File: config.mk
export PLATFORM = sky130hd
export DESIGN_NAME = gss_cell
export DESIGN_NICKNAME = d
export VERILOG_FILES = /design/src/sv/gss_pkg.sv /design/src/sv/gss_cell.sv
export SDC_FILE = /design/constraint.sdc
export NUM_CORES = 2
export LEC_CHECK = 0
export ABC_AREA = 1
export BUFFER_PORTS_ARGS = -buffer_cell sky130_fd_sc_hd__buf_2
export CORE_ASPECT_RATIO = 1.4
export CORE_MARGIN = 5
export CORE_UTILIZATION = 30
export CTS_BUF_LIST = sky130_fd_sc_hd__clkbuf_8
export DETAILED_ROUTE_END_ITERATION = 12
export GPL_TIMING_DRIVEN = 0
export HOLD_SLACK_MARGIN = 0.06
export PLACE_DENSITY_LB_ADDON = 0.3
export SETUP_SLACK_MARGIN = 0.15
export SLEW_MARGIN = 30
export SYNTH_ARGS = -nofsm -noshare
export SYNTH_HDL_FRONTEND = slang
export SYNTH_SLANG_ARGS = --single-unit
File: constraint.sdc
create_clock -name i_clk -period 10 [get_ports i_clk]
set_input_delay 1 -clock i_clk [delete_from_list [all_inputs] [get_ports i_clk]]
set_output_delay 1 -clock i_clk [all_outputs]
set_load 0.005 [all_outputs]
File: src/sv/gss_pkg.sv
`timescale 1ns / 1ps
// Package for the Gauss-Seidel solver: widths, codes, state encoding and the
// structs that travel between the controller and the cell chain. No dependencies.
`default_nettype none
package gss_pkg;

    localparam int DATA_W    = 32;
    localparam int IDX_W     = 6;
    localparam int N_W       = 7;
    localparam int ACC_W     = 56;
    localparam int TERM_W    = 48;
    localparam int CNT_W     = 16;
    localparam int MAX_N_DEF = 16;

    localparam logic [4:0]  SIZE_RST  = 5'd16;
    localparam logic [15:0] TOL_RST   = 16'd7;
    localparam logic [15:0] SWEEP_RST = 16'd1000;

    localparam logic [ACC_W-1:0] NUM_LIM = ACC_W'(64'h0000_7FFF_FFFF_FFFF);

    typedef enum logic [1:0] {
        REG_SIZE  = 2'd0,
        REG_TOL   = 2'd1,
        REG_SWEEP = 2'd2,
        REG_NONE  = 2'd3
    } t_reg;

    typedef enum logic [1:0] {
        KIND_COEF  = 2'd0,
        KIND_RHS   = 2'd1,
        KIND_GUESS = 2'd2,
        KIND_SOLVE = 2'd3
    } t_kind;

    typedef enum logic [1:0] {
        ST_CONV  = 2'd0,
        ST_LIMIT = 2'd1,
        ST_ZERO  = 2'd2
    } t_status;

    typedef enum logic [2:0] {
        S_IDLE,
        S_PRE,
        S_PASS,
        S_DIV,
        S_EMIT
    } t_state;

    typedef struct packed {
        logic [IDX_W-1:0]  row;
        logic [N_W-1:0]    n;
        logic              wr_coef;
        logic              wr_rhs;
        logic              wr_sol;
        logic [IDX_W-1:0]  wr_row;
        logic [IDX_W-1:0]  wr_col;
        logic [DATA_W-1:0] wr_data;
    } t_cell_ctl;

    typedef struct packed {
        logic              tok;
        logic [ACC_W-1:0]  acc;
        logic [DATA_W-1:0] old;
        logic [DATA_W-1:0] diag;
    } t_link;

endpackage
`default_nettype wire

File: src/sv/gss_cell.sv
`timescale 1ns / 1ps
// One cell of the solver chain: holds one unknown, its rhs, its diagonal and one
// column of the matrix, and adds its term to the passing row sum. Uses gss_pkg.
`default_nettype none
module gss_cell #(
    parameter int MAX_N = gss_pkg::MAX_N_DEF,
    parameter int K     = 0
) (
    input  wire               i_clk,
    input  wire               i_rst_n,
    input  gss_pkg::t_cell_ctl i_ctl,
    input  gss_pkg::t_link    i_link,
    output gss_pkg::t_link    o_link,
    output logic              o_zero
);
    localparam int AW = (MAX_N > 1) ? $clog2(MAX_N) : 1;

    logic signed [31:0] r_mem [MAX_N];
    logic signed [31:0] r_a;
    logic signed [31:0] r_x;
    logic signed [31:0] r_b;
    logic signed [31:0] r_diag;
    logic signed [63:0] r_prod;
    logic signed [gss_pkg::TERM_W-1:0] r_term;
    gss_pkg::t_link     r_link;

    logic               is_row;
    logic               in_use;
    logic signed [gss_pkg::ACC_W-1:0] contrib;
    logic [gss_pkg::TERM_W-1:0] term_sh;

    assign is_row = (i_ctl.row == gss_pkg::IDX_W'(K));
    assign in_use = (gss_pkg::N_W'(K) < i_ctl.n);
    assign term_sh = r_prod[63:16];

    always_comb begin
        if (is_row) begin
            contrib = gss_pkg::ACC_W'(r_b);
        end else if (in_use) begin
            contrib = -gss_pkg::ACC_W'(r_term);
        end else begin
            contrib = '0;
        end
    end

    always_ff @(posedge i_clk) begin
        if (i_ctl.wr_coef && i_ctl.wr_col == gss_pkg::IDX_W'(K)) begin
            r_mem[i_ctl.wr_row[AW-1:0]] <= i_ctl.wr_data;
        end
        r_a <= r_mem[i_ctl.row[AW-1:0]];
    end

    always_ff @(posedge i_clk) begin
        if (i_ctl.wr_coef && i_ctl.wr_col == gss_pkg::IDX_W'(K)
                && i_ctl.wr_row == gss_pkg::IDX_W'(K)) begin
            r_diag <= i_ctl.wr_data;
        end
        if (i_ctl.wr_rhs && i_ctl.wr_row == gss_pkg::IDX_W'(K)) begin
            r_b <= i_ctl.wr_data;
        end
        if (i_ctl.wr_sol && i_ctl.wr_row == gss_pkg::IDX_W'(K)) begin
            r_x <= i_ctl.wr_data;
        end
        r_prod <= r_a * r_x;
        if (r_prod[63] && (r_prod[15:0] != 16'd0)) begin
            r_term <= term_sh + gss_pkg::TERM_W'(1);
        end else begin
            r_term <= term_sh;
        end
    end

    always_ff @(posedge i_clk) begin
        if (!i_rst_n) begin
            r_link.tok <= 1'b0;
        end else begin
            r_link.tok <= i_link.tok;
        end
        r_link.acc  <= i_link.acc + contrib;
        r_link.old  <= is_row ? r_x : i_link.old;
        r_link.diag <= is_row ? r_diag : i_link.diag;
    end

    assign o_link = r_link;
    assign o_zero = (r_diag == 32'sd0) && in_use;
endmodule
`default_nettype wire

==> flow_metrics.env <==
export IMPL_yosysMostFrequentCell="nand2_1"
export IMPL_synth_seq_cells=873
export IMPL_nFillCells=26580
export IMPL_async_flop_share_pct=0
export IMPL_grt_pass1_wl_um=478600
export IMPL_cp_max_fo=11
export IMPL_totalWireLength_um=342500
export IMPL_place_gp_congestion=1.005
export IMPL_antenna_found_initial=30
export IMPL_htreeDepth=4
export IMPL_rrSetupSlack_ns=0.53
export IMPL_synthCells=8757
export IMPL_drive_above_1_share_pct=8.362
export IMPL_coreArea_um2=254600
export IMPL_tritoncts="yes"
export IMPL_synth_edf_count=608
export IMPL_ant_nets=0
export IMPL_setup_viol=0
export IMPL_port_buffers=302
export IMPL_synth_distinct_cells=50
export IMPL_first_pass_iters=6
export IMPL_cts_made_buffers=151
export IMPL_fin_ws_ns=0.5280
export IMPL_io_pins=305
export IMPL_cp_required_ns=10.73
export IMPL_syn_nets=10260
export IMPL_clkTransAtPathRegs_ns=0.07
export IMPL_hold_class="primary input to flip-flop"
export IMPL_chipHeight_um=608.5
export IMPL_cts_sinks=873
export IMPL_dp_slack_ns=0.01816
export IMPL_critical_path_arrival_ns=10.20
export IMPL_hold_buffers=0
export IMPL_vias=61540
export IMPL_crit_cells=28
export IMPL_yosys_area_top_type="fa_1"
export IMPL_rows=219
export IMPL_worst_slew_pin_slew_ns=1.164
export IMPL_area_growth_pct=12.92
export IMPL_endpoint="r_prod[61]$_DFF_P_"
export IMPL_min_period_over_period_pct=94.72
export IMPL_slowest_delay_ns=0.83
export IMPL_cts_setup_buffers=0
export IMPL_die_area_um2=266200
export IMPL_final_setup_skew_ns=0.09604
export IMPL_multiInputGateArea_um2=43980
export IMPL_yosysTopAreaCellShare_pct=28.24
export IMPL_whs_ns=0.2687
export IMPL_critPathBufInv=10
export IMPL_max_slew_margin_pct=22.38
export IMPL_avgSynthCellArea_um2=8.766
export IMPL_startpoint_type="flip-flop"
export IMPL_reg2reg_to="r_prod[61]$_DFF_P_"
export IMPL_dp_cells=12420
export IMPL_seq_area_um2=23560
export IMPL_period_minus_slack_ns=9.472
export IMPL_reg2reg_from="r_x[7]$_DFFE_PP_"
export IMPL_cts_root_buf="clkbuf_8"
export IMPL_maxCapViolCount=0
export IMPL_critPathKind="flip-flop to flip-flop"
export IMPL_wl_per_cell_um=27.00
export IMPL_drcViolationCount=0
export IMPL_detailed_place_hpwl_um=283600
export IMPL_nNetsFinal=10770
export IMPL_synth_ff_type="edfxtp_1"
export IMPL_die_w_um=437.5
export IMPL_grt_pass1_vias=64850
export IMPL_initial_core_util_pct=30.16
export IMPL_track_usage_pct=25.33
export IMPL_netlist_area_um2=76770
export IMPL_synthTopCellsByArea="fa_1 28%, edfxtp_1 24%, nand2_1 11%"
export IMPL_finalHoldViolCount=0
export IMPL_cts_buffer_depth=4
export IMPL_cp_common_cell="inv_1"
export IMPL_viasPerCell=4.851
export IMPL_drt_iter0_drc=5269
export IMPL_maxSlewViolCount=0
export IMPL_overflow=0
export IMPL_clk_latency_ns=0.94
export IMPL_ys_seq_area_share_pct=30.69
export IMPL_instances_no_fill=12690
export IMPL_clock_fmax_mhz=105.6
export IMPL_status="finished, final reports clean"
export IMPL_reg2regPathDepth=28
export IMPL_rsz0062_at_grt="false"
export IMPL_path_delay_family="adder cells"
export IMPL_ys_top_cells_by_count="2,314 x nand2_1, 2,092 x inv_1, 1,083 x fa_1, 608 x edfxtp_1, 387 x nor2_1"
export IMPL_grt_max_degree=24
export IMPL_yosysWarnings=0
export IMPL_crit_start="r_x[7]$_DFFE_PP_"
export IMPL_cp_end_kind="flip-flop"
export IMPL_crit_path_top_delay_cell="fa_2"
## worst register-to-register path, delay by kind of cell, from the launching register on
kind,cells,cell delay (ns)
flops,1,0.46
fa+ha+maj,9,4.83
simple gates,9,1.69
buf+inv,10,2.36
## logic make-up after synthesis
| family | count (synthesis) | share of synthesized area, % |
|---|---|---|
| AO/OA/AOI/OAI | 721 | 5.255 |
| XOR/XNOR | 134 | 1.529 |
| adder cells (fa/ha/maj) | 1324 | 32.17 |
| buffers and inverters | 2446 | 12.21 |
| flip-flops | 873 | 30.69 |
| multiplexers | 128 | 1.669 |
| AND/OR/NAND/NOR | 3131 | 16.47 |
## routing by layer
layer  wire length (um)  GRT usage, %  share of wire (%)
met1             128700         29.93                 38
met2             165100         43.25                 48
met3              21310         3.576                6.2
met4              27290         16.04                8.0
met5                115             0              0.034
## per-stage QoR
step / TNS, ns / cell area [um^2] / util (%)
floorplan: 0 / 76770 / -
global route: 0 / 86670 / 34.05
global placement: -0.7677 / 82430 / 32.38
CTS: 0 / 86660 / 34.04
detailed placement: 0 / 83700 / 32.88
finish: 0 / 86680 / 34.05
## placed cells by master, fill, tap and decap left out, types with 170 or more instances in the layout
cell	count
nor2_1	369
inv_1	2134
clkbuf_8	170
fa_1	1081
ha_1	241
buf_2	345
a21oi_1	268
o21ai_0	275
nand2_1	2314
edfxtp_1	608
dfxtp_1	264
nand3_1	222
clkbuf_1	205
## flip-flops by register name, indices dropped and copies added (netlist names)
register / cells
r_prod: 64
r_a: 32
r_x: 32
r_diag: 32
o_link: 121
r_mem: 512
r_term: 48
r_b: 32
## worst min path at each step
stage,start,end,slack (ns),cells after the start
5_1_grt,i_link[18],o_link[18]$_DFF_P_,0.25,3
2_1_floorplan,r_diag[10]$_DFFE_PP_,o_link[10]$_DFF_P_,0.44,2
4_1_cts,i_link[42],o_link[42]$_DFF_P_,0.19,3
6_report,i_link[120],o_link[120]$_SDFF_PN0_,0.27,3
3_5_place_dp,r_diag[16]$_DFFE_PP_,o_link[16]$_DFF_P_,0.46,2
3_3_place_gp,r_diag[16]$_DFFE_PP_,o_link[16]$_DFF_P_,0.46,2
## final cells by class
type,count,share of cell area [%]
flip-flops and latches,873,27.18
diodes,7,0.02021
repair buffers,348,2.939
plain buffers,345,1.830
clock buffers,170,2.699
inverters,2101,9.098
clock inverters,89,0.7102
well taps,3315,4.785
multi-input cells,5438,50.73
## repair_timing
action                                 4_1_cts  5_1_grt
endpoints found under the hold margin        0        0
setup endpoints to repair                    2        3
resized for setup                            2        1
Power is left out: the tool's default activity adds up to more than one toggle a clock period on the data nets, which glitch-free logic cannot reach.
