$ cat src/sv/gss_pkg.sv
`timescale 1ns / 1ps
// Package for the Gauss-Seidel solver: widths, codes, state encoding and the
// structs that travel between the controller and the cell chain. No dependencies.
`default_nettype none
package gss_pkg;

    localparam int DATA_W    = 32;
    localparam int IDX_W     = 6;
    localparam int N_W       = 7;
    localparam int ACC_W     = 56;
    localparam int TERM_W    = 48;
    localparam int CNT_W     = 16;
    localparam int MAX_N_DEF = 16;

    localparam logic [4:0]  SIZE_RST  = 5'd16;
    localparam logic [15:0] TOL_RST   = 16'd7;
    localparam logic [15:0] SWEEP_RST = 16'd1000;

    localparam logic [ACC_W-1:0] NUM_LIM = ACC_W'(64'h0000_7FFF_FFFF_FFFF);

    typedef enum logic [1:0] {
        REG_SIZE  = 2'd0,
        REG_TOL   = 2'd1,
        REG_SWEEP = 2'd2,
        REG_NONE  = 2'd3
    } t_reg;

    typedef enum logic [1:0] {
        KIND_COEF  = 2'd0,
        KIND_RHS   = 2'd1,
        KIND_GUESS = 2'd2,
        KIND_SOLVE = 2'd3
    } t_kind;

    typedef enum logic [1:0] {
        ST_CONV  = 2'd0,
        ST_LIMIT = 2'd1,
        ST_ZERO  = 2'd2
    } t_status;

    typedef enum logic [2:0] {
        S_IDLE,
        S_PRE,
        S_PASS,
        S_DIV,
        S_EMIT
    } t_state;

    typedef struct packed {
        logic [IDX_W-1:0]  row;
        logic [N_W-1:0]    n;
        logic              wr_coef;
        logic              wr_rhs;
        logic              wr_sol;
        logic [IDX_W-1:0]  wr_row;
        logic [IDX_W-1:0]  wr_col;
        logic [DATA_W-1:0] wr_data;
    } t_cell_ctl;

    typedef struct packed {
        logic              tok;
        logic [ACC_W-1:0]  acc;
        logic [DATA_W-1:0] old;
        logic [DATA_W-1:0] diag;
    } t_link;

endpackage
`default_nettype wire

$ cat src/sv/gss_div.sv
`timescale 1ns / 1ps
// Restoring divider, one quotient bit per cycle: clamps the row numerator,
// divides numerator * 2^16 by the diagonal and saturates to 32 bits. Uses gss_pkg.
`default_nettype none
module gss_div (
    input  wire                              i_clk,
    input  wire                              i_rst_n,
    input  wire                              i_start,
    input  wire [gss_pkg::ACC_W-1:0]         i_num,
    input  wire [31:0]                       i_den,
    output logic                             o_done,
    output logic signed [31:0]               o_quot
);
    localparam int DQ_W = 63;

    logic              r_busy;
    logic              r_done;
    logic [5:0]        r_cnt;
    logic [32:0]       r_rem;
    logic [DQ_W-1:0]   r_dq;
    logic [31:0]       r_den;
    logic              r_neg;

    logic              num_neg;
    logic [gss_pkg::ACC_W-1:0] num_abs;
    logic [46:0]       num_mag;
    logic [32:0]       rem_sh;
    logic              ge;

    assign num_neg = i_num[gss_pkg::ACC_W-1];
    assign num_abs = num_neg ? -i_num : i_num;
    assign num_mag = (num_abs > gss_pkg::NUM_LIM) ? gss_pkg::NUM_LIM[46:0] : num_abs[46:0];
    assign rem_sh  = {r_rem[31:0], r_dq[DQ_W-1]};
    assign ge      = (rem_sh >= {1'b0, r_den});

    always_ff @(posedge i_clk) begin
        if (!i_rst_n) begin
            r_busy <= 1'b0;
            r_done <= 1'b0;
            r_cnt  <= '0;
        end else begin
            r_done <= 1'b0;
            if (i_start) begin
                r_busy <= 1'b1;
                r_cnt  <= '0;
            end else if (r_busy) begin
                r_cnt <= r_cnt + 6'd1;
                if (r_cnt == 6'(DQ_W - 1)) begin
                    r_busy <= 1'b0;
                    r_done <= 1'b1;
                end
            end
        end
    end

    always_ff @(posedge i_clk) begin
        if (i_start) begin
            r_rem <= '0;
            r_dq  <= {num_mag, 16'd0};
            r_den <= i_den[31] ? -i_den : i_den;
            r_neg <= num_neg ^ i_den[31];
        end else if (r_busy) begin
            r_rem <= ge ? (rem_sh - {1'b0, r_den}) : rem_sh;
            r_dq  <= {r_dq[DQ_W-2:0], ge};
        end
    end

    always_comb begin
        if (r_neg) begin
            if (r_dq > DQ_W'(64'h8000_0000)) begin
                o_quot = 32'sh8000_0000;
            end else begin
                o_quot = -$signed(r_dq[31:0]);
            end
        end else begin
            if (r_dq > DQ_W'(64'h7FFF_FFFF)) begin
                o_quot = 32'sh7FFF_FFFF;
            end else begin
                o_quot = $signed(r_dq[31:0]);
            end
        end
    end

    assign o_done = r_done;
endmodule
`default_nettype wire

$ cat config.mk
export PLATFORM = sky130hd
export DESIGN_NAME = gss_div
export DESIGN_NICKNAME = d
export VERILOG_FILES = /design/src/sv/gss_pkg.sv /design/src/sv/gss_div.sv
export SDC_FILE = /design/constraint.sdc
export NUM_CORES = 1
export LEC_CHECK = 0
export BUFFER_PORTS_ARGS = -buffer_cell sky130_fd_sc_hd__clkbuf_2
export CELL_PAD_IN_SITES_DETAIL_PLACEMENT = 1
export CELL_PAD_IN_SITES_GLOBAL_PLACEMENT = 1
export CORE_ASPECT_RATIO = 0.6
export CORE_MARGIN = 4
export CORE_UTILIZATION = 40
export DETAILED_ROUTE_END_ITERATION = 6
export GPL_TIMING_DRIVEN = 0
export PLACE_DENSITY_LB_ADDON = 0.08
export SYNTH_ARGS = -nofsm -noshare
export SYNTH_HDL_FRONTEND = slang
export SYNTH_SLANG_ARGS = --single-unit
$ cat constraint.sdc
create_clock -name i_clk -period 3.65 [get_ports i_clk]
set_clock_uncertainty 0.05 [all_clocks]
set_input_delay 0.365 -clock i_clk [delete_from_list [all_inputs] [get_ports i_clk]]
set_output_delay 0.365 -clock i_clk [all_outputs]
set_load 0.01 [all_outputs]
==> impl_metrics.toml <==
[run_status]
outcome = "complete, but fails checks"
violations = "setup timing"

[final_layout]
antenna-diode-count = 0
layoutNonFillerInstCount = 1781
ratio_of_cells_with_drive_above_1_in_the_final_layout_pct = 26.1
syn2layout_area_growth_pct = 30.0
layout.nets = 1576
postLayoutCoreUtil_pct = 53.8

[clock_network]
clk_root_buffer_cell = "sky130_fd_sc_hd__clkbuf_16"
post_cts_hold_buffer_count = 0
numCtsBuffers = 17
clock_sinks = 136
cts_clock_pin_slew_for_the_worst_setup_and_hold_paths_ns = 0.07
cts_tree = "done"
clock_latency_ns = 0.45
cts_max_level = 4
ctsLongestPathBuffers = 2

[global_route]
gr-usage-all-layers_pct = 27.5
overflow = 0
grt_pass1_vias = 10800
initial_antenna_violation_count = 0
grt_max_degree = 49
first_pass_grt_wire_length_um = 62600

[floorplanning]
width_of_the_die_um = 214
pin_count = 124
floorplan.die_area_um2 = 28200
placeableCoreArea_um2 = 24600
die_y_um = 132
placementRows = 44
start_util_pct = 41.4

[timing]
setup_ws_post_layout_ns = -0.301
final.period_utilization_pct = 108
fmax_mhz = 253
finalHoldViolCount = 0
finalSetupViolCount = 32
rel_slew_slack_pct = 20.2
fin_crit_ns = 3.95
rsz0062_at_grt = "yes"
drv_slew = 0
worst-slew-pin-transition_ns = 1.20

[pwr]
power.sequential.fraction_pct = 35.5
power.clock.fraction_pct = 33.9
power.switching_fraction_pct = 35.2
power_per_cell_area_nw_per_um2 = 399
intPower_mw = 3.43
leakage_nw = 5.29
power.combinational.fraction_pct = 30.6
totalPowerFinal_mw = 5.29
power_switching_mw = 1.86
ir_worst_vdd_uv = 314

[yosys]
synth.cell_area_um2 = 10200
synthDistinctLibCells = 70
synthesis.area_per_instance_um2 = 8.23
synth_top_flop_cell = "sky130_fd_sc_hd__edfxtp_1"
synth_top_cells_by_area = "sky130_fd_sc_hd__edfxtp_1 (24%), sky130_fd_sc_hd__dfxtp_1 (11%), sky130_fd_sc_hd__a21oi_1 (8.6%)"
async_flop_share_pct = 0
post-synth-top-count-cell = "sky130_fd_sc_hd__a21oi_1"
seq_cells_post_synth = 136
cell_type_contributing_the_most_total_cell_area_after_synthesis = "sky130_fd_sc_hd__edfxtp_1"
synth_commonest_cells = "sky130_fd_sc_hd__a21oi_1 (175), sky130_fd_sc_hd__nor2_1 (110), sky130_fd_sc_hd__nand2_1 (84), sky130_fd_sc_hd__edfxtp_1 (80), sky130_fd_sc_hd__clkbuf_1 (69)"
yosysTopAreaCellShare_pct = 23.6
synth_enable_flop_cells = 80
yosys_warnings = 0
seq_area_frac_synth_pct = 34.6
syn-instance-count = 1238
synthesis.nets = 1368

[detailed_routing]
final_antenna_net_count = 0
wire_per_inst_um = 23.0
drc_errors_left = 0
num_vias = 10900
routed_wl_um = 41000
firstDrtPassIters = 5
routed_vias_inst = 6.10
detail_route.iter0.violations = 1190

[worst_setup_path]
crit_top_cell = "sky130_fd_sc_hd__or3_4"
worst_ep_required_time_ns = 3.23
worstSetupStartpoint = "r_dq[0]"
cp.buffers_inverters = 2
critical_path.reg2reg.startpoint = "r_dq[62]"
crit_type = "register to primary output"
worst_path_largest_cell_delay_ns = 0.48
critical_path.slowest_cell = "sky130_fd_sc_hd__or4b_4"
timing.critical_path.cells = "inv_4, ha_4, or4b_4, nor3_4, nand4_1, or3_4, or3_4, or3_4, or2_4, a21oi_2, a21oi_2, buf_2"
critPathLaunchType = "register"
critPathTopFamily = "simple AND/OR/NAND/NOR gates"
regToRegSetupSlack_ns = 0.09
setup.worst_path.end_class = "primary output"
worst_ep_arrival_time_ns = 3.54
worstPathMaxFanout = 2

[placed_design]
placed_cells = 1683
portBuffers = 122
post-dp-hpwl_um = 28100
gpl.final_weighted_congestion = 0.881

[worst_hold_path]
hold_path_class = "input port to register"
min-delay-start = "i_den[0]"

[job]
max-cap-violations = 0
flip-flops by register name, indices dropped and copies added, names as in the netlist:
signal,cells
r_rem,32
r_den,32
r_dq,63
r_busy,1
r_neg,1
o_done,1
r_cnt,6
power by group through the flow:
stage	Sequential (mW)	Combinational [mW]	Clock, mW
after floorplan	1.85	0.925	0
after global placement	1.89	1.35	0
after detailed placement	1.89	1.38	0
after CTS	1.86	1.50	1.80
after global routing	1.89	1.75	1.88
final	1.88	1.62	1.79
path summary, 6_finish.rpt:
| kind | endpoint | cells after the start |
|---|---|---|
| worst max-delay path | o_quot[22] | 12 |
| worst min-delay path | r_den[0] | 1 |
| worst max register to register | r_rem[16] | 12 |
| worst min register to register | r_rem[30] | 2 |
metrics by stage:
stage | cell area [um^2] | hold WS, ns | setup TNS [ns] | setup slack [ns]
finish | 13300 | 0.102 | -3.86 | -0.301
global route | 13300 | 0.108 | -6.37 | -0.335
CTS | 12900 | 0.0928 | -5.05 | -0.262
detailed placement | 11200 | 0.454 | -46.10 | -0.624
global placement | 11200 | 0.427 | -56.51 | -0.853
floorplan | 10200 | 0.404 | 0 | 0.0104
layer usage:
metal / track usage [%] / share of wire [%] / up-vias
met1: 43.2 / 50 / 5387
met3: 6.00 / 7.1 / 61
met2: 38.6 / 41 / 438
met4: 5.36 / 1.7 / 0
li1: - / - / 4986
met5: 0 / 0 / -
final cells by class:
class	instances	area [um^2]
inverter	66	255
buffer	65	332
sequential	136	3540
clock buffer	19	443
clock inverter	13	146
fill	2953	11400
multi-input combinational	960	6730
timing repair buffer	200	1400
tap	322	403
layout by cell type, fill, tap and decap left out, types with 46 or more instances in the layout:
cell                       instances
sky130_fd_sc_hd__inv_1            62
sky130_fd_sc_hd__xor2_1           60
sky130_fd_sc_hd__o21ai_0          56
sky130_fd_sc_hd__nor2_1          109
sky130_fd_sc_hd__dfxtp_1          46
sky130_fd_sc_hd__clkbuf_2         90
sky130_fd_sc_hd__a21oi_1         134
sky130_fd_sc_hd__clkbuf_1         53
sky130_fd_sc_hd__edfxtp_1         80
sky130_fd_sc_hd__buf_4            59
sky130_fd_sc_hd__nand2_1          80
timing repair:
| action | in CTS | in global routing |
|---|---|---|
| buffers inserted | 53 | 25 |
| gates resized for setup | 170 | 93 |
| pin swaps | 30 | 28 |
| endpoints found under the setup margin | 103 | 110 |
| cloned | 6 | 0 |
logic make-up after synthesis:
| logic type | share of synthesized area (%) |
|---|---|
| AO/OA/AOI/OAI | 24.7 |
| buffers and inverters | 5.50 |
| multiplexers | 3.17 |
| flip-flops | 34.6 |
| adder cells (fa/ha/maj) | 4.86 |
| XOR/XNOR | 8.42 |
| AND/OR/NAND/NOR | 18.8 |
Power figures use the tool's default switching activity.
