--- config.mk ---
export PLATFORM = sky130hd
export DESIGN_NAME = gss_ctl_flat
export DESIGN_NICKNAME = d
export VERILOG_FILES = /design/src/sv/gss_pkg.sv /design/src/sv/gss_if.sv /design/src/sv/gss_ctl.sv /design/src/flat_wrapper.sv
export SDC_FILE = /design/constraint.sdc
export NUM_CORES = 1
export LEC_CHECK = 0
export BUFFER_PORTS_ARGS = -buffer_cell sky130_fd_sc_hd__buf_2
export CORE_MARGIN = 4
export CORE_UTILIZATION = 48
export DETAILED_ROUTE_END_ITERATION = 8
export MAX_ROUTING_LAYER = met4
export PLACE_DENSITY = 0.83
export SLEW_MARGIN = 0
export SYNTH_ARGS = -nofsm -noshare
export SYNTH_HDL_FRONTEND = slang
export SYNTH_SLANG_ARGS = --single-unit
--- constraint.sdc ---
create_clock -name i_clk -period 8.5 [get_ports i_clk]
set_clock_uncertainty 0.05 [all_clocks]
set_input_delay 1.275 -clock i_clk [delete_from_list [all_inputs] [get_ports i_clk]]
set_output_delay 1.275 -clock i_clk [all_outputs]
set_load 0.01 [all_outputs]
--- src/sv/gss_pkg.sv ---
`timescale 1ns / 1ps
// Package for the Gauss-Seidel solver: widths, codes, state encoding and the
// structs that travel between the controller and the cell chain. No dependencies.
`default_nettype none
package gss_pkg;

    localparam int DATA_W    = 32;
    localparam int IDX_W     = 6;
    localparam int N_W       = 7;
    localparam int ACC_W     = 56;
    localparam int TERM_W    = 48;
    localparam int CNT_W     = 16;
    localparam int MAX_N_DEF = 16;

    localparam logic [4:0]  SIZE_RST  = 5'd16;
    localparam logic [15:0] TOL_RST   = 16'd7;
    localparam logic [15:0] SWEEP_RST = 16'd1000;

    localparam logic [ACC_W-1:0] NUM_LIM = ACC_W'(64'h0000_7FFF_FFFF_FFFF);

    typedef enum logic [1:0] {
        REG_SIZE  = 2'd0,
        REG_TOL   = 2'd1,
        REG_SWEEP = 2'd2,
        REG_NONE  = 2'd3
    } t_reg;

    typedef enum logic [1:0] {
        KIND_COEF  = 2'd0,
        KIND_RHS   = 2'd1,
        KIND_GUESS = 2'd2,
        KIND_SOLVE = 2'd3
    } t_kind;

    typedef enum logic [1:0] {
        ST_CONV  = 2'd0,
        ST_LIMIT = 2'd1,
        ST_ZERO  = 2'd2
    } t_status;

    typedef enum logic [2:0] {
        S_IDLE,
        S_PRE,
        S_PASS,
        S_DIV,
        S_EMIT
    } t_state;

    typedef struct packed {
        logic [IDX_W-1:0]  row;
        logic [N_W-1:0]    n;
        logic              wr_coef;
        logic              wr_rhs;
        logic              wr_sol;
        logic [IDX_W-1:0]  wr_row;
        logic [IDX_W-1:0]  wr_col;
        logic [DATA_W-1:0] wr_data;
    } t_cell_ctl;

    typedef struct packed {
        logic              tok;
        logic [ACC_W-1:0]  acc;
        logic [DATA_W-1:0] old;
        logic [DATA_W-1:0] diag;
    } t_link;

endpackage
`default_nettype wire

--- src/sv/gss_if.sv ---
`timescale 1ns / 1ps
// Valid/ready channel interfaces for solver input and result transactions.
// Depends on nothing.
`default_nettype none
interface gss_in_if;
    logic        valid;
    logic        ready;
    logic [1:0]  kind;
    logic [3:0]  row;
    logic [3:0]  col;
    logic signed [31:0] value;
    modport source (output valid, kind, row, col, value, input ready);
    modport sink   (input valid, kind, row, col, value, output ready);
endinterface

interface gss_out_if;
    logic        valid;
    logic        ready;
    logic [3:0]  index;
    logic signed [31:0] solution;
    logic        last;
    logic [1:0]  status;
    logic [15:0] sweeps;
    modport source (output valid, index, solution, last, status, sweeps, input ready);
    modport sink   (input valid, index, solution, last, status, sweeps, output ready);
endinterface
`default_nettype wire

--- src/sv/gss_ctl.sv ---
`timescale 1ns / 1ps
// Solver sequencer: takes load and solve transactions, runs row passes through the
// cell chain and the divider, and drives the result register. Uses gss_pkg, gss_if.
`default_nettype none
module gss_ctl #(
    parameter int MAX_N = gss_pkg::MAX_N_DEF
) (
    input  wire                       i_clk,
    input  wire                       i_rst_n,
    gss_in_if.sink                    i_in,
    gss_out_if.source                 o_out,
    input  wire [gss_pkg::N_W-1:0]    i_n,
    input  wire [15:0]                i_tol,
    input  wire [15:0]                i_max,
    input  wire                       i_any_zero,
    input  gss_pkg::t_link            i_chain,
    input  wire                       i_div_done,
    input  wire signed [31:0]         i_div_quot,
    output gss_pkg::t_cell_ctl        o_ctl,
    output logic                      o_tok,
    output logic                      o_div_start
);
    gss_pkg::t_state  r_state, n_state;
    logic [gss_pkg::IDX_W-1:0] r_j, n_j;
    logic [1:0]       r_cnt, n_cnt;
    logic [15:0]      r_sweeps, n_sweeps;
    logic [gss_pkg::N_W-1:0] r_settled, n_settled;
    gss_pkg::t_status r_status, n_status;
    logic             r_out_phase, n_out_phase;
    logic             r_ovalid;
    logic signed [31:0] r_old;
    logic [3:0]       r_oindex;
    logic signed [31:0] r_osol;
    logic             r_olast;
    logic [1:0]       r_ostatus;
    logic [15:0]      r_osweeps;

    logic             accept;
    logic             solve_acc;
    logic             row_ok;
    logic             col_ok;
    logic             last_j;
    logic             load_out;
    logic [15:0]      limit;
    logic [15:0]      sweeps_inc;
    logic signed [32:0] diff;
    logic [32:0]      diff_abs;
    logic             settle;
    logic [gss_pkg::N_W-1:0] settled_inc;

    assign accept = i_in.valid && i_in.ready;
    assign solve_acc = accept && (gss_pkg::t_kind'(i_in.kind) == gss_pkg::KIND_SOLVE);
    assign row_ok = ({3'd0, i_in.row} < gss_pkg::N_W'(MAX_N));
    assign col_ok = ({3'd0, i_in.col} < gss_pkg::N_W'(MAX_N));
    assign last_j = (({1'b0, r_j} + gss_pkg::N_W'(1)) == i_n);
    assign load_out = (r_state == gss_pkg::S_EMIT) && (!r_ovalid || o_out.ready);
    assign limit = (i_max == 16'd0) ? 16'd1 : i_max;
    assign sweeps_inc = r_sweeps + 16'd1;
    assign diff = {i_div_quot[31], i_div_quot} - {r_old[31], r_old};
    assign diff_abs = diff[32] ? -diff : diff;
    assign settle = (diff_abs < {17'd0, i_tol});
    assign settled_inc = r_settled + gss_pkg::N_W'(settle);

    always_comb begin
        n_state = r_state;
        unique case (r_state)
            gss_pkg::S_IDLE: begin
                if (solve_acc) begin
                    n_state = gss_pkg::S_PRE;
                end
            end
            gss_pkg::S_PRE: begin
                if (r_cnt == 2'd3) begin
                    n_state = gss_pkg::S_PASS;
                end
            end
            gss_pkg::S_PASS: begin
                if (i_chain.tok) begin
                    n_state = r_out_phase ? gss_pkg::S_EMIT : gss_pkg::S_DIV;
                end
            end
            gss_pkg::S_DIV: begin
                if (i_div_done) begin
                    n_state = gss_pkg::S_PRE;
                end
            end
            gss_pkg::S_EMIT: begin
                if (load_out) begin
                    n_state = last_j ? gss_pkg::S_IDLE : gss_pkg::S_PRE;
                end
            end
            default: n_state = gss_pkg::S_IDLE;
        endcase
    end

    always_comb begin
        i_in.ready     = (r_state == gss_pkg::S_IDLE);
        o_tok          = (r_state == gss_pkg::S_PRE) && (r_cnt == 2'd3);
        o_div_start    = (r_state == gss_pkg::S_PASS) && i_chain.tok && !r_out_phase;
        o_ctl.row      = r_j;
        o_ctl.n        = i_n;
        o_ctl.wr_coef  = accept && (gss_pkg::t_kind'(i_in.kind) == gss_pkg::KIND_COEF)
                         && row_ok && col_ok;
        o_ctl.wr_rhs   = accept && (gss_pkg::t_kind'(i_in.kind) == gss_pkg::KIND_RHS)
                         && row_ok;
        o_ctl.wr_col   = gss_pkg::IDX_W'(i_in.col);
        if (r_state == gss_pkg::S_DIV) begin
            o_ctl.wr_sol  = i_div_done;
            o_ctl.wr_row  = r_j;
            o_ctl.wr_data = i_div_quot;
        end else begin
            o_ctl.wr_sol  = accept && (gss_pkg::t_kind'(i_in.kind) == gss_pkg::KIND_GUESS)
                            && row_ok;
            o_ctl.wr_row  = gss_pkg::IDX_W'(i_in.row);
            o_ctl.wr_data = i_in.value;
        end
    end

    always_comb begin
        n_j         = r_j;
        n_cnt       = r_cnt;
        n_sweeps    = r_sweeps;
        n_settled   = r_settled;
        n_status    = r_status;
        n_out_phase = r_out_phase;
        unique case (r_state)
            gss_pkg::S_IDLE: begin
                if (solve_acc) begin
                    n_j         = '0;
                    n_cnt       = '0;
                    n_sweeps    = '0;
                    n_settled   = '0;
                    n_out_phase = i_any_zero;
                    n_status    = gss_pkg::ST_ZERO;
                end
            end
            gss_pkg::S_PRE: begin
                n_cnt = r_cnt + 2'd1;
            end
            gss_pkg::S_PASS: begin
                n_cnt = '0;
            end
            gss_pkg::S_DIV: begin
                if (i_div_done) begin
                    if (!last_j) begin
                        n_j       = r_j + gss_pkg::IDX_W'(1);
                        n_settled = settled_inc;
                    end else begin
                        n_j       = '0;
                        n_sweeps  = sweeps_inc;
                        n_settled = '0;
                        if (settled_inc == i_n) begin
                            n_status    = gss_pkg::ST_CONV;
                            n_out_phase = 1'b1;
                        end else if (sweeps_inc >= limit) begin
                            n_status    = gss_pkg::ST_LIMIT;
                            n_out_phase = 1'b1;
                        end
                    end
                end
            end
            gss_pkg::S_EMIT: begin
                if (load_out) begin
                    n_j = r_j + gss_pkg::IDX_W'(1);
                end
            end
            default: begin
                n_cnt = '0;
            end
        endcase
    end

    always_ff @(posedge i_clk) begin
        if (!i_rst_n) begin
            r_state     <= gss_pkg::S_IDLE;
            r_j         <= '0;
            r_cnt       <= '0;
            r_sweeps    <= '0;
            r_settled   <= '0;
            r_status    <= gss_pkg::ST_CONV;
            r_out_phase <= 1'b0;
            r_ovalid    <= 1'b0;
        end else begin
            r_state     <= n_state;
            r_j         <= n_j;
            r_cnt       <= n_cnt;
            r_sweeps    <= n_sweeps;
            r_settled   <= n_settled;
            r_status    <= n_status;
            r_out_phase <= n_out_phase;
            if (load_out) begin
                r_ovalid <= 1'b1;
            end else if (o_out.ready) begin
                r_ovalid <= 1'b0;
            end
        end
    end

    always_ff @(posedge i_clk) begin
        if ((r_state == gss_pkg::S_PASS) && i_chain.tok) begin
            r_old <= i_chain.old;
        end
        if (load_out) begin
            r_oindex  <= r_j[3:0];
            r_osol    <= r_old;
            r_olast   <= last_j;
            r_ostatus <= r_status;
            r_osweeps <= r_sweeps;
        end
    end

    assign o_out.valid    = r_ovalid;
    assign o_out.index    = r_oindex;
    assign o_out.solution = r_osol;
    assign o_out.last     = r_olast;
    assign o_out.status   = r_ostatus;
    assign o_out.sweeps   = r_osweeps;

`ifndef SYNTHESIS
    a_tok_in_pass: assert property (@(posedge i_clk) disable iff (!i_rst_n)
        i_chain.tok |-> (r_state == gss_pkg::S_PASS))
        else $error("chain token arrived outside a row pass");
    a_div_in_div: assert property (@(posedge i_clk) disable iff (!i_rst_n)
        i_div_done |-> (r_state == gss_pkg::S_DIV))
        else $error("divider finished outside the divide state");
    a_zero_no_sweep: assert property (@(posedge i_clk) disable iff (!i_rst_n)
        (o_out.valid && (o_out.status == gss_pkg::ST_ZERO)) |-> (o_out.sweeps == 16'd0))
        else $error("zero diagonal result reports sweeps");
    a_row_range: assert property (@(posedge i_clk) disable iff (!i_rst_n)
        (r_state == gss_pkg::S_PASS) |-> ({1'b0, r_j} < i_n))
        else $error("row pass beyond the active size");
`endif
endmodule
`default_nettype wire

--- src/flat_wrapper.sv ---
// flat-port wrapper written by rule: the top's interface ports become plain ports
module gss_ctl_flat 
#(
    parameter int MAX_N = gss_pkg::MAX_N_DEF
)
  (i_clk, i_rst_n, i_n, i_tol, i_max, i_any_zero, i_chain, i_div_done, i_div_quot, o_ctl, o_tok, o_div_start, i_in_valid, i_in_kind, i_in_row, i_in_col, i_in_value, i_in_ready, o_out_valid, o_out_index, o_out_solution, o_out_last, o_out_status, o_out_sweeps, o_out_ready);
  gss_in_if i_in_i ();
  gss_out_if o_out_i ();
  input  wire i_clk;
  input  wire i_rst_n;
  input  wire [gss_pkg::N_W-1:0] i_n;
  input  wire [15:0] i_tol;
  input  wire [15:0] i_max;
  input  wire i_any_zero;
  input  gss_pkg::t_link i_chain;
  input  wire i_div_done;
  input  wire signed [31:0] i_div_quot;
  output gss_pkg::t_cell_ctl o_ctl;
  output logic o_tok;
  output logic o_div_start;
  input wire logic [$bits(i_in_i.valid)-1:0] i_in_valid;
  input wire logic [$bits(i_in_i.kind)-1:0] i_in_kind;
  input wire logic [$bits(i_in_i.row)-1:0] i_in_row;
  input wire logic [$bits(i_in_i.col)-1:0] i_in_col;
  input wire logic [$bits(i_in_i.value)-1:0] i_in_value;
  output wire logic [$bits(i_in_i.ready)-1:0] i_in_ready;
  output wire logic [$bits(o_out_i.valid)-1:0] o_out_valid;
  output wire logic [$bits(o_out_i.index)-1:0] o_out_index;
  output wire logic [$bits(o_out_i.solution)-1:0] o_out_solution;
  output wire logic [$bits(o_out_i.last)-1:0] o_out_last;
  output wire logic [$bits(o_out_i.status)-1:0] o_out_status;
  output wire logic [$bits(o_out_i.sweeps)-1:0] o_out_sweeps;
  input wire logic [$bits(o_out_i.ready)-1:0] o_out_ready;
  assign i_in_i.valid = i_in_valid;
  assign i_in_i.kind = i_in_kind;
  assign i_in_i.row = i_in_row;
  assign i_in_i.col = i_in_col;
  assign i_in_i.value = i_in_value;
  assign i_in_ready = i_in_i.ready;
  assign o_out_valid = o_out_i.valid;
  assign o_out_index = o_out_i.index;
  assign o_out_solution = o_out_i.solution;
  assign o_out_last = o_out_i.last;
  assign o_out_status = o_out_i.status;
  assign o_out_sweeps = o_out_i.sweeps;
  assign o_out_i.ready = o_out_ready;
  gss_ctl #(.MAX_N(MAX_N)) u_core (.i_clk(i_clk), .i_rst_n(i_rst_n), .i_in(i_in_i), .o_out(o_out_i), .i_n(i_n), .i_tol(i_tol), .i_max(i_max), .i_any_zero(i_any_zero), .i_chain(i_chain), .i_div_done(i_div_done), .i_div_quot(i_div_quot), .o_ctl(o_ctl), .o_tok(o_tok), .o_div_start(o_div_start));
endmodule
==> out/summary.json, run 1 <==
{
  "postLayoutCoreUtil": {"value": 59.6, "unit": "%"},
  "vias_per_cell": {"value": 5.52},
  "synth.yosys.seq_area_share": {"value": 36.9, "unit": "%"},
  "cp.required": {"value": 8.76, "unit": "ns"},
  "tritoncts_num_sinks": {"value": 125},
  "cellLeakagePower": {"value": 5.00, "unit": "nW"},
  "cts_buffers": {"value": 17},
  "drtPass1Iterations": {"value": 6},
  "worstPathArrival": {"value": 8.26, "unit": "ns"},
  "crit_top_cell": {"value": "ha_1"},
  "post_cts.resized_instances": {"value": 0},
  "critical_path.startpoint_type": {"value": "input port"},
  "synth_top_area_share": {"value": 28.6, "unit": "%"},
  "outcome": {"value": "complete, no violations"},
  "synth_edf_count": {"value": 87},
  "worst_max_slew_pin_slew": {"value": 0.945, "unit": "ns"},
  "slew_viol_final": {"value": 0},
  "synthesis.yosys.warnings": {"value": 0},
  "tns": {"value": 0, "unit": "ns"},
  "pwr_density_cell": {"value": 197, "unit": "mW/mm^2"},
  "via_count_of_the_first_global_routing_pass": {"value": 8105},
  "mappedNetlistArea": {"value": 0.00914, "unit": "sq mm"},
  "pwr-share-comb": {"value": 35.4, "unit": "%"},
  "synth_cells": {"value": 1062},
  "top_signal_layer_used": {"value": "met4"},
  "route.vias.total": {"value": 8588},
  "cts_tree": {"value": "done"},
  "drv.max_cap_violation_count": {"value": 0},
  "cts-hold-fix-buffers": {"value": 0},
  "r2r.worst_path.cells": {"value": 30},
  "clock_latency": {"value": 0.42, "unit": "ns"},
  "postSynth.asyncResetShare": {"value": 0, "unit": "%"},
  "drive_gt1_share": {"value": 24.2, "unit": "%"},
  "setup_ws": {"value": 0.498, "unit": "ns"},
  "clkPwrFrac": {"value": 31.9, "unit": "%"},
  "final_total_pwr": {"value": 0.00219, "unit": "W"},
  "design.die.area": {"value": 0.0213, "unit": "sq mm"},
  "fmax": {"value": 125, "unit": "MHz"},
  "place.port_buffers": {"value": 260},
  "power_report.internal_total": {"value": 0.00140, "unit": "W"},
  "cp-end-kind": {"value": "flip-flop"},
  "wl_met1": {"value": 10600, "unit": "microns"},
  "finalCriticalPeriod": {"value": 8.00, "unit": "ns"},
  "netlist_top_cells_area": {"value": "edfxtp_1 29%, ha_1 9.5%, dfxtp_1 8.3%"},
  "die_y": {"value": 146, "unit": "microns"},
  "die_x": {"value": 146, "unit": "microns"},
  "clk_transition_reported_paths": {"value": 0.06, "unit": "ns"},
  "post_cts.repair.setup_buffers": {"value": 0},
  "grt_remaining_overflow": {"value": 0},
  "grt_start_max_net_pins": {"value": 44},
  "detailedRoute.firstIterationViolations": {"value": 614},
  "starting_density_of_the_core": {"value": 48.8, "unit": "%"},
  "slowest_delay": {"value": 0.55, "unit": "ns"},
  "dr_drc_count": {"value": 0},
  "grt_antenna_before_repair": {"value": 6},
  "coreArea": {"value": 0.0187, "unit": "sq mm"},
  "power_switching": {"value": 0.000785, "unit": "W"},
  "slowest_stage": {"value": "or4b_1"},
  "drt-wirelength-per-cell": {"value": 16.2, "unit": "microns"},
  "dr_wl_met2": {"value": 12400, "unit": "microns"},
  "grt_pass1_wl": {"value": 39800, "unit": "microns"},
  "clock_tree.root_cell": {"value": "clkbuf_16"},
  "hold_path_depth": {"value": 0},
  "grt_setup_unrepaired": {"value": "no"},
  "worst_slack_placed": {"value": 0.129, "unit": "ns"},
  "net_total_in_the_final_layout": {"value": 1612},
  "placementRows": {"value": 50},
  "postRouteWirelength": {"value": 25200, "unit": "microns"},
  "period_share": {"value": 94.1, "unit": "%"},
  "synthDominantAreaCellType": {"value": "edfxtp_1"},
  "ys_dominant_reg_cell": {"value": "edfxtp_1"},
  "area.growth.synth_to_final": {"value": 22.0, "unit": "%"},
  "post_dp_hpwl": {"value": 19400, "unit": "microns"},
  "crit_path_max_fanout": {"value": 6},
  "netSwitchingFraction": {"value": 35.8, "unit": "%"},
  "ys_ff_latch": {"value": 125},
  "share_seq_of_total_power": {"value": 32.7, "unit": "%"},
  "max_slew_margin": {"value": 37.0, "unit": "%"},
  "route.antenna.remaining_nets": {"value": 0},
  "dr_wl_met3": {"value": 1780, "unit": "microns"},
  "syn-mean-instance-area": {"value": 8.60, "unit": "sq um"},
  "cts.htree.levels": {"value": 4},
  "count_of_boundary_i_o_pins": {"value": 359},
  "clockBufferDepth": {"value": 2},
  "report.final.hold_viol_count": {"value": 0},
  "setup_viol": {"value": 0},
  "peak_supply_drop": {"value": 0.201, "unit": "mV"},
  "ys_types": {"value": 75},
  "timing.hold.worst.class": {"value": "reg2reg"},
  "grtUsageTotal": {"value": 23.4, "unit": "%"},
  "gp_routability_congestion": {"value": 0.950},
  "crit_type": {"value": "in2reg"}
}
-- flip-flops by register name, summed over array words and instances, names as in the netlist --
name / count
u_core.o_out.index: 4
u_core.o_out.last: 1
u_core.o_out.solution: 32
u_core.o_out.status: 2
u_core.o_out.sweeps: 16
u_core.o_out.valid: 1
u_core.r_cnt: 2
u_core.r_j: 6
u_core.r_old: 32
u_core.r_out_phase: 1
u_core.r_settled: 7
u_core.r_state: 3
u_core.r_status: 2
u_core.r_sweeps: 16
-- power by group through the flow --
stage | clock network (W) | registers (W) | logic (W)
4_1_cts | 0.000712 | 0.000716 | 0.000770
5_1_grt | 0.000740 | 0.000721 | 0.000864
2_1_floorplan | 0 | 0.000716 | 0.000576
3_5_place_dp | 0 | 0.000729 | 0.000767
6_report | 0.000698 | 0.000717 | 0.000775
3_3_place_gp | 0 | 0.000727 | 0.000744
-- cell usage after synthesis (all sizes together), types with 26 or more instances --
library cell	number
dfxtp	38
xor2	30
nand2	192
o21ai	75
edfxtp	87
nor2	53
inv	74
a21oi	65
xnor2	42
clkbuf	26
ha	69
-- critical path, delay by kind of cell --
| kind | cells | cell delay, ns |
|---|---|---|
| buffers and inverters | 2 | 0.11 |
| xor gates and xnor gates | 4 | 0.62 |
| and+or+nand+nor | 11 | 2.38 |
| AOI/OAI and AO/OA | 9 | 2.17 |
| muxes | 1 | 0.26 |
| adders and majority gates | 5 | 1.45 |
-- final cells by class --
class / count / area (sq um)
timing repair buffer: 267 / 1370
sequential: 125 / 3370
fill: 1607 / 7560
clock buffer: 17 / 425
tap: 234 / 293
inverter: 74 / 278
clock inverter: 15 / 139
multi-input combinational: 817 / 5250
antenna: 6 / 15.0
-- through the flow --
step	hold slack [ns]	area (sq um)	cells
after floorplan	0.358	9140	1063
after global placement	0.364	10600	1517
after detailed placement	0.379	10600	1517
after CTS	0.390	11100	1549
after global routing	0.395	11100	1554
final	0.392	11100	1555
-- final timing paths --
kind / start / endpoint / slack (ns)
worst max-delay path: i_div_quot[0] / u_core.r_status[0] / 0.50
worst min-delay path: u_core.r_old[10] / u_core.o_out.solution[10] / 0.39
worst max register to register: u_core.r_old[0] / u_core.r_status[0] / 1.08
worst min register to register: u_core.r_old[10] / u_core.o_out.solution[10] / 0.39
-- layout by cell type, fill, tap and decap left out, types with 4 or more instances in the layout --
cell | synthesis | layout
mux2i_1 | 7 | 7
or3_1 | 10 | 10
and3_1 | 14 | 14
a21boi_0 | 16 | 16
buf_4 | 14 | 6
diode_2 | 0 | 6
a211oi_1 | 7 | 7
and2_1 | 15 | 14
a21o_1 | 17 | 17
nor4_1 | 10 | 10
o21ai_0 | 72 | 72
ha_1 | 69 | 69
edfxtp_1 | 87 | 87
xor2_1 | 30 | 30
nand3_1 | 16 | 16
inv_1 | 74 | 74
xnor2_1 | 42 | 42
clkbuf_16 | 0 | 17
clkinv_2 | 0 | 4
a22oi_1 | 4 | 4
o211ai_1 | 14 | 14
dfxtp_1 | 38 | 38
nand3b_1 | 11 | 11
a41oi_1 | 4 | 4
o21a_1 | 10 | 10
nand2b_1 | 12 | 12
nand4_1 | 14 | 14
nor2_1 | 53 | 52
a21oi_1 | 65 | 65
nor2b_1 | 21 | 21
nand2_1 | 192 | 191
a211o_1 | 5 | 5
nor3_1 | 17 | 17
o31ai_1 | 7 | 7
clkinv_4 | 0 | 5
buf_2 | 1 | 260
a31oi_1 | 5 | 5
-- metal layers --
metal,global-route usage [%],up-vias
met2,39.4,322
met5,-,-
met3,5.85,30
met4,6.03,0
li1,-,4262
met1,28.2,3974
-- logic make-up (layout without fill, tap and decap cells) --
group           Yosys count  count (layout)  synth area share (%)
fa+ha+maj                70              70                  9.67
flops                   125             125                  36.9
compound gates          255             255                  17.8
simple gates            409             409                  21.8
other cells               1               8                0.0411
xor+xnor                 72              72                  6.90
mux                       9               9                  1.01
buf+inv                 121             373                  5.81
Power figures use the tool's default switching activity.
==> run 2: changes to the inputs <==
PLACE_DENSITY = 0.79   (was 0.83)
==> run 2 against run 1 <==
Net effect: combinational power is 0.5% lower; sequential share of layout area decreased by 0.068 points; worst hold slack gained 0.0011 ns; register-to-register slack better by 0.14 ns; cell count increased by 0.13%; power rose by 0.50%; via count down 0.84%; clock power grew 2%; utilization is 0.13 points higher; critical path depth increased by 6.
==> out/summary.json, run 2 (same netlist as run 1, synthesis figures left out) <==
{
  "place_area": {"value": 0.0106, "unit": "sq mm", "change": "+0.14%"},
  "grtUsageTotal": {"value": 23.4, "unit": "%", "change": "-0.051 points"},
  "report.final.hold_viol_count": {"value": 0, "change": "unchanged"},
  "via_count_of_the_first_global_routing_pass": {"value": 8230, "change": "+1.5%"},
  "worstPathArrival": {"value": 8.12, "unit": "ns", "change": "-0.14 ns"},
  "timing.hold.worst.start": {"value": "u_core.r_status[0]"},
  "gp_routability_congestion": {"value": 0.948, "change": "-0.22%"},
  "route.vias.total": {"value": 8516, "change": "-0.84%"},
  "post_cts.resized_instances": {"value": 0, "change": "unchanged"},
  "placementRows": {"value": 50, "change": "unchanged"},
  "critical_path.startpoint_type": {"value": "input port"},
  "final_cell_mix": {"value": "260 x buf_2, 191 x nand2_1, 87 x edfxtp_1"},
  "drt-wirelength-per-cell": {"value": 15.9, "unit": "microns", "change": "-1.6%"},
  "r2r_start": {"value": "u_core.r_old[0]"},
  "crit_type": {"value": "in2reg"},
  "count_of_boundary_i_o_pins": {"value": 359, "change": "unchanged"},
  "place.port_buffers": {"value": 260, "change": "unchanged"},
  "timing.hold.worst.class": {"value": "reg2reg"},
  "crit_top_cell": {"value": "ha_1"},
  "grt_antenna_before_repair": {"value": 6, "change": "unchanged"},
  "period_share": {"value": 92.5, "unit": "%", "change": "-1.6 points"},
  "groute.layer.met1.usage": {"value": 28.7, "unit": "%", "change": "+0.52 points"},
  "drive_gt1_share": {"value": 24.3, "unit": "%", "change": "+0.12 points"},
  "clock_latency": {"value": 0.42, "unit": "ns", "change": "about the same"},
  "cellLeakagePower": {"value": 5.00, "unit": "nW", "change": "about the same"},
  "pwr_density_cell": {"value": 197, "unit": "mW/mm^2", "change": "+0.27%"},
  "met3_usage": {"value": 5.51, "unit": "%", "change": "-0.34 points"},
  "tns": {"value": 0, "unit": "ns", "change": "unchanged"},
  "post_cts.repair.setup_buffers": {"value": 0, "change": "unchanged"},
  "post_dp_hpwl": {"value": 19100, "unit": "microns", "change": "-1.4%"},
  "route.antenna.remaining_nets": {"value": 0, "change": "unchanged"},
  "grt_start_max_net_pins": {"value": 44, "change": "unchanged"},
  "postLayoutCoreUtil": {"value": 59.7, "unit": "%", "change": "+0.13 points"},
  "cts_tree": {"value": "done"},
  "cts-hold-fix-buffers": {"value": 0, "change": "unchanged"},
  "cp-end-kind": {"value": "flip-flop"},
  "slew_viol_final": {"value": 0, "change": "unchanged"},
  "r2r.worst_path.cells": {"value": 36, "change": "+20%"},
  "clk_transition_reported_paths": {"value": 0.06, "unit": "ns", "change": "about the same"},
  "dpl.cell_count": {"value": 1519, "change": "+0.13%"},
  "finalCriticalPeriod": {"value": 7.86, "unit": "ns", "change": "-0.137 ns"},
  "die_y": {"value": 146, "unit": "microns", "change": "unchanged"},
  "cts.htree.levels": {"value": 4, "change": "unchanged"},
  "regToRegSetupSlack": {"value": 1.22, "unit": "ns", "change": "+0.14 ns"},
  "coreArea": {"value": 0.0187, "unit": "sq mm", "change": "unchanged"},
  "starting_density_of_the_core": {"value": 48.8, "unit": "%", "change": "unchanged"},
  "hold_path_end": {"value": "u_core.o_out.status[0]"},
  "cts_buffers": {"value": 17, "change": "unchanged"},
  "design.die.area": {"value": 0.0213, "unit": "sq mm", "change": "unchanged"},
  "max_slew_margin": {"value": 38.3, "unit": "%", "change": "+1.3 points"},
  "slowest_delay": {"value": 0.47, "unit": "ns", "change": "-0.08 ns"},
  "clockBufferDepth": {"value": 2, "change": "unchanged"},
  "setup_viol": {"value": 0, "change": "unchanged"},
  "busiest_layer": {"value": "met2"},
  "hold_path_depth": {"value": 0, "change": "unchanged"},
  "tritoncts_num_sinks": {"value": 125, "change": "unchanged"},
  "clock_tree.root_cell": {"value": "clkbuf_16"},
  "area.growth.synth_to_final": {"value": 22.2, "unit": "%"},
  "detailedRoute.firstIterationViolations": {"value": 548, "change": "-11%"},
  "final_cells": {"value": 1557, "change": "+0.13%"},
  "postRouteWirelength": {"value": 24800, "unit": "microns", "change": "-1.5%"},
  "grt_pass1_wl": {"value": 40100, "unit": "microns", "change": "+0.55%"},
  "crit_path_max_fanout": {"value": 25, "change": "+19"},
  "drv.max_cap_violation_count": {"value": 0, "change": "unchanged"},
  "net_total_in_the_final_layout": {"value": 1614, "change": "+0.12%"},
  "stdcell_area": {"value": 0.0112, "unit": "sq mm", "change": "+0.22%"},
  "whs": {"value": 0.393, "unit": "ns", "change": "+0.00114 ns"},
  "most_common_cell_after_layout_fill_and_taps_aside": {"value": "buf_2"},
  "fmax": {"value": 127, "unit": "MHz", "change": "+1.7%"},
  "dr_drc_count": {"value": 0, "change": "unchanged"},
  "vias_per_cell": {"value": 5.47, "change": "-0.97%"},
  "grt_remaining_overflow": {"value": 0, "change": "unchanged"},
  "peak_supply_drop": {"value": 0.185, "unit": "mV", "change": "-8.1%"},
  "die_x": {"value": 146, "unit": "microns", "change": "unchanged"},
  "worstReg2RegEnd": {"value": "u_core.r_status[0]"},
  "slowest_stage": {"value": "nor4b_2"},
  "cp.required": {"value": 8.75, "unit": "ns", "change": "about the same"},
  "outcome": {"value": "complete, no violations"},
  "grt_setup_unrepaired": {"value": "no"},
  "final.fill_count": {"value": 1606, "change": "-0.062%"},
  "drtPass1Iterations": {"value": 5, "change": "-1"},
  "globalRouteMet2Util": {"value": 38.7, "unit": "%", "change": "-0.65 points"},
  "worst_max_slew_pin_slew": {"value": 0.926, "unit": "ns", "change": "-0.0192 ns"}
}
==> run 2: cell count changes in the layout (fill, tap and decap cells not counted) <==
cell,change
inv_6,+4
buf_4,+2
inv_8,+1
clkinv_4,-5
clkinv_2,-3
clkinvlp_4,+3
==> run 2: how the worst max path moves through the flow <==
stage	from	endpoint	slack [ns]	depth (start not counted)
after floorplan	i_div_quot[7]	u_core.r_status[0]	1.18	36
after global placement	i_div_quot[0]	u_core.r_status[0]	0.40	33
after detailed placement	i_div_quot[0]	u_core.r_status[0]	0.33	38
after CTS	i_div_quot[0]	u_core.r_status[0]	0.69	38
after global routing	i_div_quot[0]	u_core.r_status[0]	0.15	34
final	i_div_quot[0]	u_core.r_status[0]	0.64	38
==> run 2: critical path: cells and delay by family <==
| family | cells | cell delay, ns |
|---|---|---|
| and+or+nand+nor | 11 | 1.91 |
| adders and majority gates | 5 | 1.30 |
| xor gates and xnor gates | 2 | 0.34 |
| AOI/OAI and AO/OA | 14 | 2.45 |
| muxes | 1 | 0.18 |
| buffers and inverters | 5 | 0.62 |
==> run 2: layout make-up <==
| class | count | area (sq um) | area share, % |
|---|---|---|---|
| clock inverters | 15 | 149 | 1.33 |
| diodes | 6 | 15.0 | 0.134 |
| multi-input cells | 817 | 5250 | 47.0 |
| flip-flops and latches | 125 | 3370 | 30.2 |
| clock buffers | 17 | 425 | 3.81 |
| well taps | 234 | 293 | 2.62 |
| repair buffers | 269 | 1380 | 12.4 |
| inverters | 74 | 278 | 2.49 |
==> run 2: routing by layer <==
layer  up-vias  wire [microns]
met1      3918           10700
met3        23            1660
li1       4272               -
met5         -               0
met2       303           12100
met4         0             313
==> run 2: report_power, final <==
| group | total (W) | switching, W | internal, W |
|---|---|---|---|
| combinational | 0.000771 | 0.000460 | 0.000310 |
| sequential | 0.000716 | 0.0000282 | 0.000688 |
| clock | 0.000713 | 0.000302 | 0.000412 |
| total | 0.00220 | 0.000790 | 0.00141 |
==> run 2: per-stage QoR <==
step	total power, W	setup WS (ns)
final	0.00220	0.635
after global routing	0.00234	0.147
after CTS	0.00221	0.687
after detailed placement	0.00149	0.334
after global placement	0.00148	0.402
after floorplan	0.00129	1.18
==> run 3: changes to the inputs <==
CORE_ASPECT_RATIO = 1.2   (was unset)
==> run 3 against run 2 <==
Net effect: sequential share of layout area down 0.22 points; first-iteration DRC count up 5.7%; largest cell class unchanged; via count up 0.63%; power up 0.33%; worst hold slack worse by 0.010 ns; critical endpoint unchanged; utilization up 0.17 points; setup slack worse by 0.085 ns; cell count up 1.7%; register-to-register slack worse by 0.12 ns; design area up 0.73%; combinational power up 2%.
==> out/summary.json, run 3 (same netlist as run 1, synthesis figures left out) <==
{
  "outcome": {"value": "complete, no violations"},
  "cellLeakagePower": {"value": 5.03, "unit": "nW", "change": "+0.64%"},
  "dr_drc_count": {"value": 0, "change": "unchanged"},
  "grt_pass1_wl": {"value": 41500, "unit": "microns", "change": "+3.5%"},
  "worstPathArrival": {"value": 8.22, "unit": "ns", "change": "+0.10 ns"},
  "pwr_density_cell": {"value": 196, "unit": "mW/mm^2", "change": "-0.39%"},
  "final_cells": {"value": 1584, "change": "+1.7%"},
  "die_x": {"value": 134, "unit": "microns", "change": "-8.2%"},
  "critical_path.startpoint_type": {"value": "input port"},
  "fmax": {"value": 126, "unit": "MHz", "change": "-1.1%"},
  "groute.layer.met1.usage": {"value": 28.4, "unit": "%", "change": "-0.30 points"},
  "timing.hold.worst.start": {"value": "u_core.r_old[22]"},
  "post_cts.resized_instances": {"value": 0, "change": "unchanged"},
  "final_total_pwr": {"value": 0.00221, "unit": "W", "change": "+0.33%"},
  "route.antenna.remaining_nets": {"value": 0, "change": "unchanged"},
  "hold_path_end": {"value": "u_core.o_out.solution[22]"},
  "tritoncts_num_sinks": {"value": 125, "change": "unchanged"},
  "most_common_cell_after_layout_fill_and_taps_aside": {"value": "buf_2"},
  "regToRegSetupSlack": {"value": 1.10, "unit": "ns", "change": "-0.12 ns"},
  "cts_tree": {"value": "done"},
  "cts.htree.levels": {"value": 4, "change": "unchanged"},
  "slew_viol_final": {"value": 0, "change": "unchanged"},
  "tns": {"value": 0, "unit": "ns", "change": "unchanged"},
  "net_total_in_the_final_layout": {"value": 1621, "change": "+0.43%"},
  "final_cell_mix": {"value": "260 x buf_2, 191 x nand2_1, 87 x edfxtp_1"},
  "timing.hold.worst.class": {"value": "reg2reg"},
  "clk_transition_reported_paths": {"value": 0.07, "unit": "ns", "change": "about the same"},
  "r2r.worst_path.cells": {"value": 30, "change": "-17%"},
  "via_count_of_the_first_global_routing_pass": {"value": 8342, "change": "+1.4%"},
  "postRouteWirelength": {"value": 26000, "unit": "microns", "change": "+5.1%"},
  "busiest_layer": {"value": "met2"},
  "met3_usage": {"value": 7.74, "unit": "%", "change": "+2.2 points"},
  "cts_buffers": {"value": 17, "change": "unchanged"},
  "worst_max_slew_pin_slew": {"value": 0.944, "unit": "ns", "change": "+0.0189 ns"},
  "area.growth.synth_to_final": {"value": 23.1, "unit": "%"},
  "clockBufferDepth": {"value": 2, "change": "unchanged"},
  "globalRouteMet2Util": {"value": 41.4, "unit": "%", "change": "+2.7 points"},
  "report.final.hold_viol_count": {"value": 0, "change": "unchanged"},
  "worst_slack_placed": {"value": -0.0103, "unit": "ns", "change": "-0.344 ns"},
  "gp_routability_congestion": {"value": 0.908, "change": "-4.2%"},
  "setup_ws": {"value": 0.551, "unit": "ns", "change": "-0.0848 ns"},
  "dpl.cell_count": {"value": 1548, "change": "+1.9%"},
  "coreArea": {"value": 0.0188, "unit": "sq mm", "change": "+0.44%"},
  "finalCriticalPeriod": {"value": 7.95, "unit": "ns", "change": "+0.0848 ns"},
  "clock_tree.root_cell": {"value": "clkbuf_16"},
  "vias_per_cell": {"value": 5.41, "change": "-1.1%"},
  "route.vias.total": {"value": 8570, "change": "+0.63%"},
  "design.die.area": {"value": 0.0213, "unit": "sq mm", "change": "about the same"},
  "cp.required": {"value": 8.77, "unit": "ns", "change": "+0.02 ns"},
  "crit_top_cell": {"value": "ha_1"},
  "grt_remaining_overflow": {"value": 0, "change": "unchanged"},
  "drtPass1Iterations": {"value": 5, "change": "unchanged"},
  "post_cts.repair.setup_buffers": {"value": 0, "change": "unchanged"},
  "starting_density_of_the_core": {"value": 48.6, "unit": "%", "change": "-0.21 points"},
  "cp-end-kind": {"value": "flip-flop"},
  "drt-wirelength-per-cell": {"value": 16.4, "unit": "microns", "change": "+3.3%"},
  "setup_viol": {"value": 0, "change": "unchanged"},
  "cts-hold-fix-buffers": {"value": 0, "change": "unchanged"},
  "clock_latency": {"value": 0.42, "unit": "ns", "change": "about the same"},
  "grt_setup_unrepaired": {"value": "no"},
  "grtUsageTotal": {"value": 24.8, "unit": "%", "change": "+1.4 points"},
  "slowest_stage": {"value": "or4b_1"},
  "detailedRoute.firstIterationViolations": {"value": 579, "change": "+5.7%"},
  "crit_path_max_fanout": {"value": 4, "change": "-84%"},
  "max_slew_margin": {"value": 37.0, "unit": "%", "change": "-1.3 points"},
  "worstReg2RegEnd": {"value": "u_core.r_status[0]"},
  "drv.max_cap_violation_count": {"value": 0, "change": "unchanged"},
  "period_share": {"value": 93.5, "unit": "%", "change": "+1.0 points"},
  "crit_type": {"value": "in2reg"},
  "grt_start_max_net_pins": {"value": 53, "change": "+20%"},
  "peak_supply_drop": {"value": 0.183, "unit": "mV", "change": "-1.1%"},
  "postLayoutCoreUtil": {"value": 59.9, "unit": "%", "change": "+0.17 points"},
  "hold_path_depth": {"value": 0, "change": "unchanged"},
  "die_y": {"value": 159, "unit": "microns", "change": "+9.0%"},
  "slowest_delay": {"value": 0.56, "unit": "ns", "change": "+0.09 ns"},
  "placementRows": {"value": 55, "change": "+10%"},
  "r2r_start": {"value": "u_core.r_old[0]"},
  "place.port_buffers": {"value": 260, "change": "unchanged"},
  "drive_gt1_share": {"value": 24.8, "unit": "%", "change": "+0.55 points"},
  "post_dp_hpwl": {"value": 20100, "unit": "microns", "change": "+5.0%"},
  "grt_antenna_before_repair": {"value": 2, "change": "-4"},
  "count_of_boundary_i_o_pins": {"value": 359, "change": "unchanged"}
}
-- run 3: cell types whose count changed in the layout (fill, tap and decap cells not counted), sizes merged --
cell / delta
inv: +1
diode: -2
clkinvlp: -1
clkinv: +1
bufinv: -1
buf: +7
-- run 3: power by group --
| part | switching, W | internal (W) | total [W] |
|---|---|---|---|
| registers | 0.0000294 | 0.000688 | 0.000718 |
| clock network | 0.000319 | 0.000388 | 0.000707 |
| logic | 0.000468 | 0.000316 | 0.000783 |
-- run 3: final cells by class --
cell class	count	area (sq um)
antenna	4	10.0
clock buffer	17	425
clock inverter	15	145
fill	1656	7540
inverter	74	278
multi-input combinational	817	5270
sequential	125	3370
tap	256	320
timing repair buffer	276	1420
-- run 3: per-stage QoR --
stage,instance area [sq um],hold slack [ns]
2_1_floorplan,9140,0.358
3_3_place_gp,10700,0.363
3_5_place_dp,10700,0.379
4_1_cts,11200,0.387
5_1_grt,11200,0.408
6_report,11200,0.383
-- run 3: metal layers --
metal  wire length [microns]  up-vias  part of all wire (%)
li1                        -     4277                     -
met1                   10400     3967                    40
met2                   12900      283                    50
met3                    2190       43                   8.4
met4                     517        0                   2.0
met5                       0        -                     0
-- run 3: worst max-delay path by stage --
stage          slack, ns                  to          start  depth (start not counted)
2_1_floorplan       1.18  u_core.r_status[0]  i_div_quot[7]                         36
3_3_place_gp        0.16  u_core.r_status[0]  i_div_quot[0]                         32
3_5_place_dp       -0.01  u_core.r_status[0]  i_div_quot[0]                         32
4_1_cts             0.41  u_core.r_status[0]  i_div_quot[0]                         32
5_1_grt             0.06  u_core.r_status[0]  i_div_quot[0]                         32
6_report            0.55  u_core.r_status[0]  i_div_quot[0]                         32
-- run 3: critical path, delay by kind of cell --
family | cells | cell delay, ns
multiplexers | 1 | 0.21
XOR/XNOR | 4 | 0.61
AO/OA/AOI/OAI | 9 | 2.30
buffers and inverters | 2 | 0.11
adder cells (fa/ha/maj) | 5 | 1.36
AND/OR/NAND/NOR | 11 | 2.38
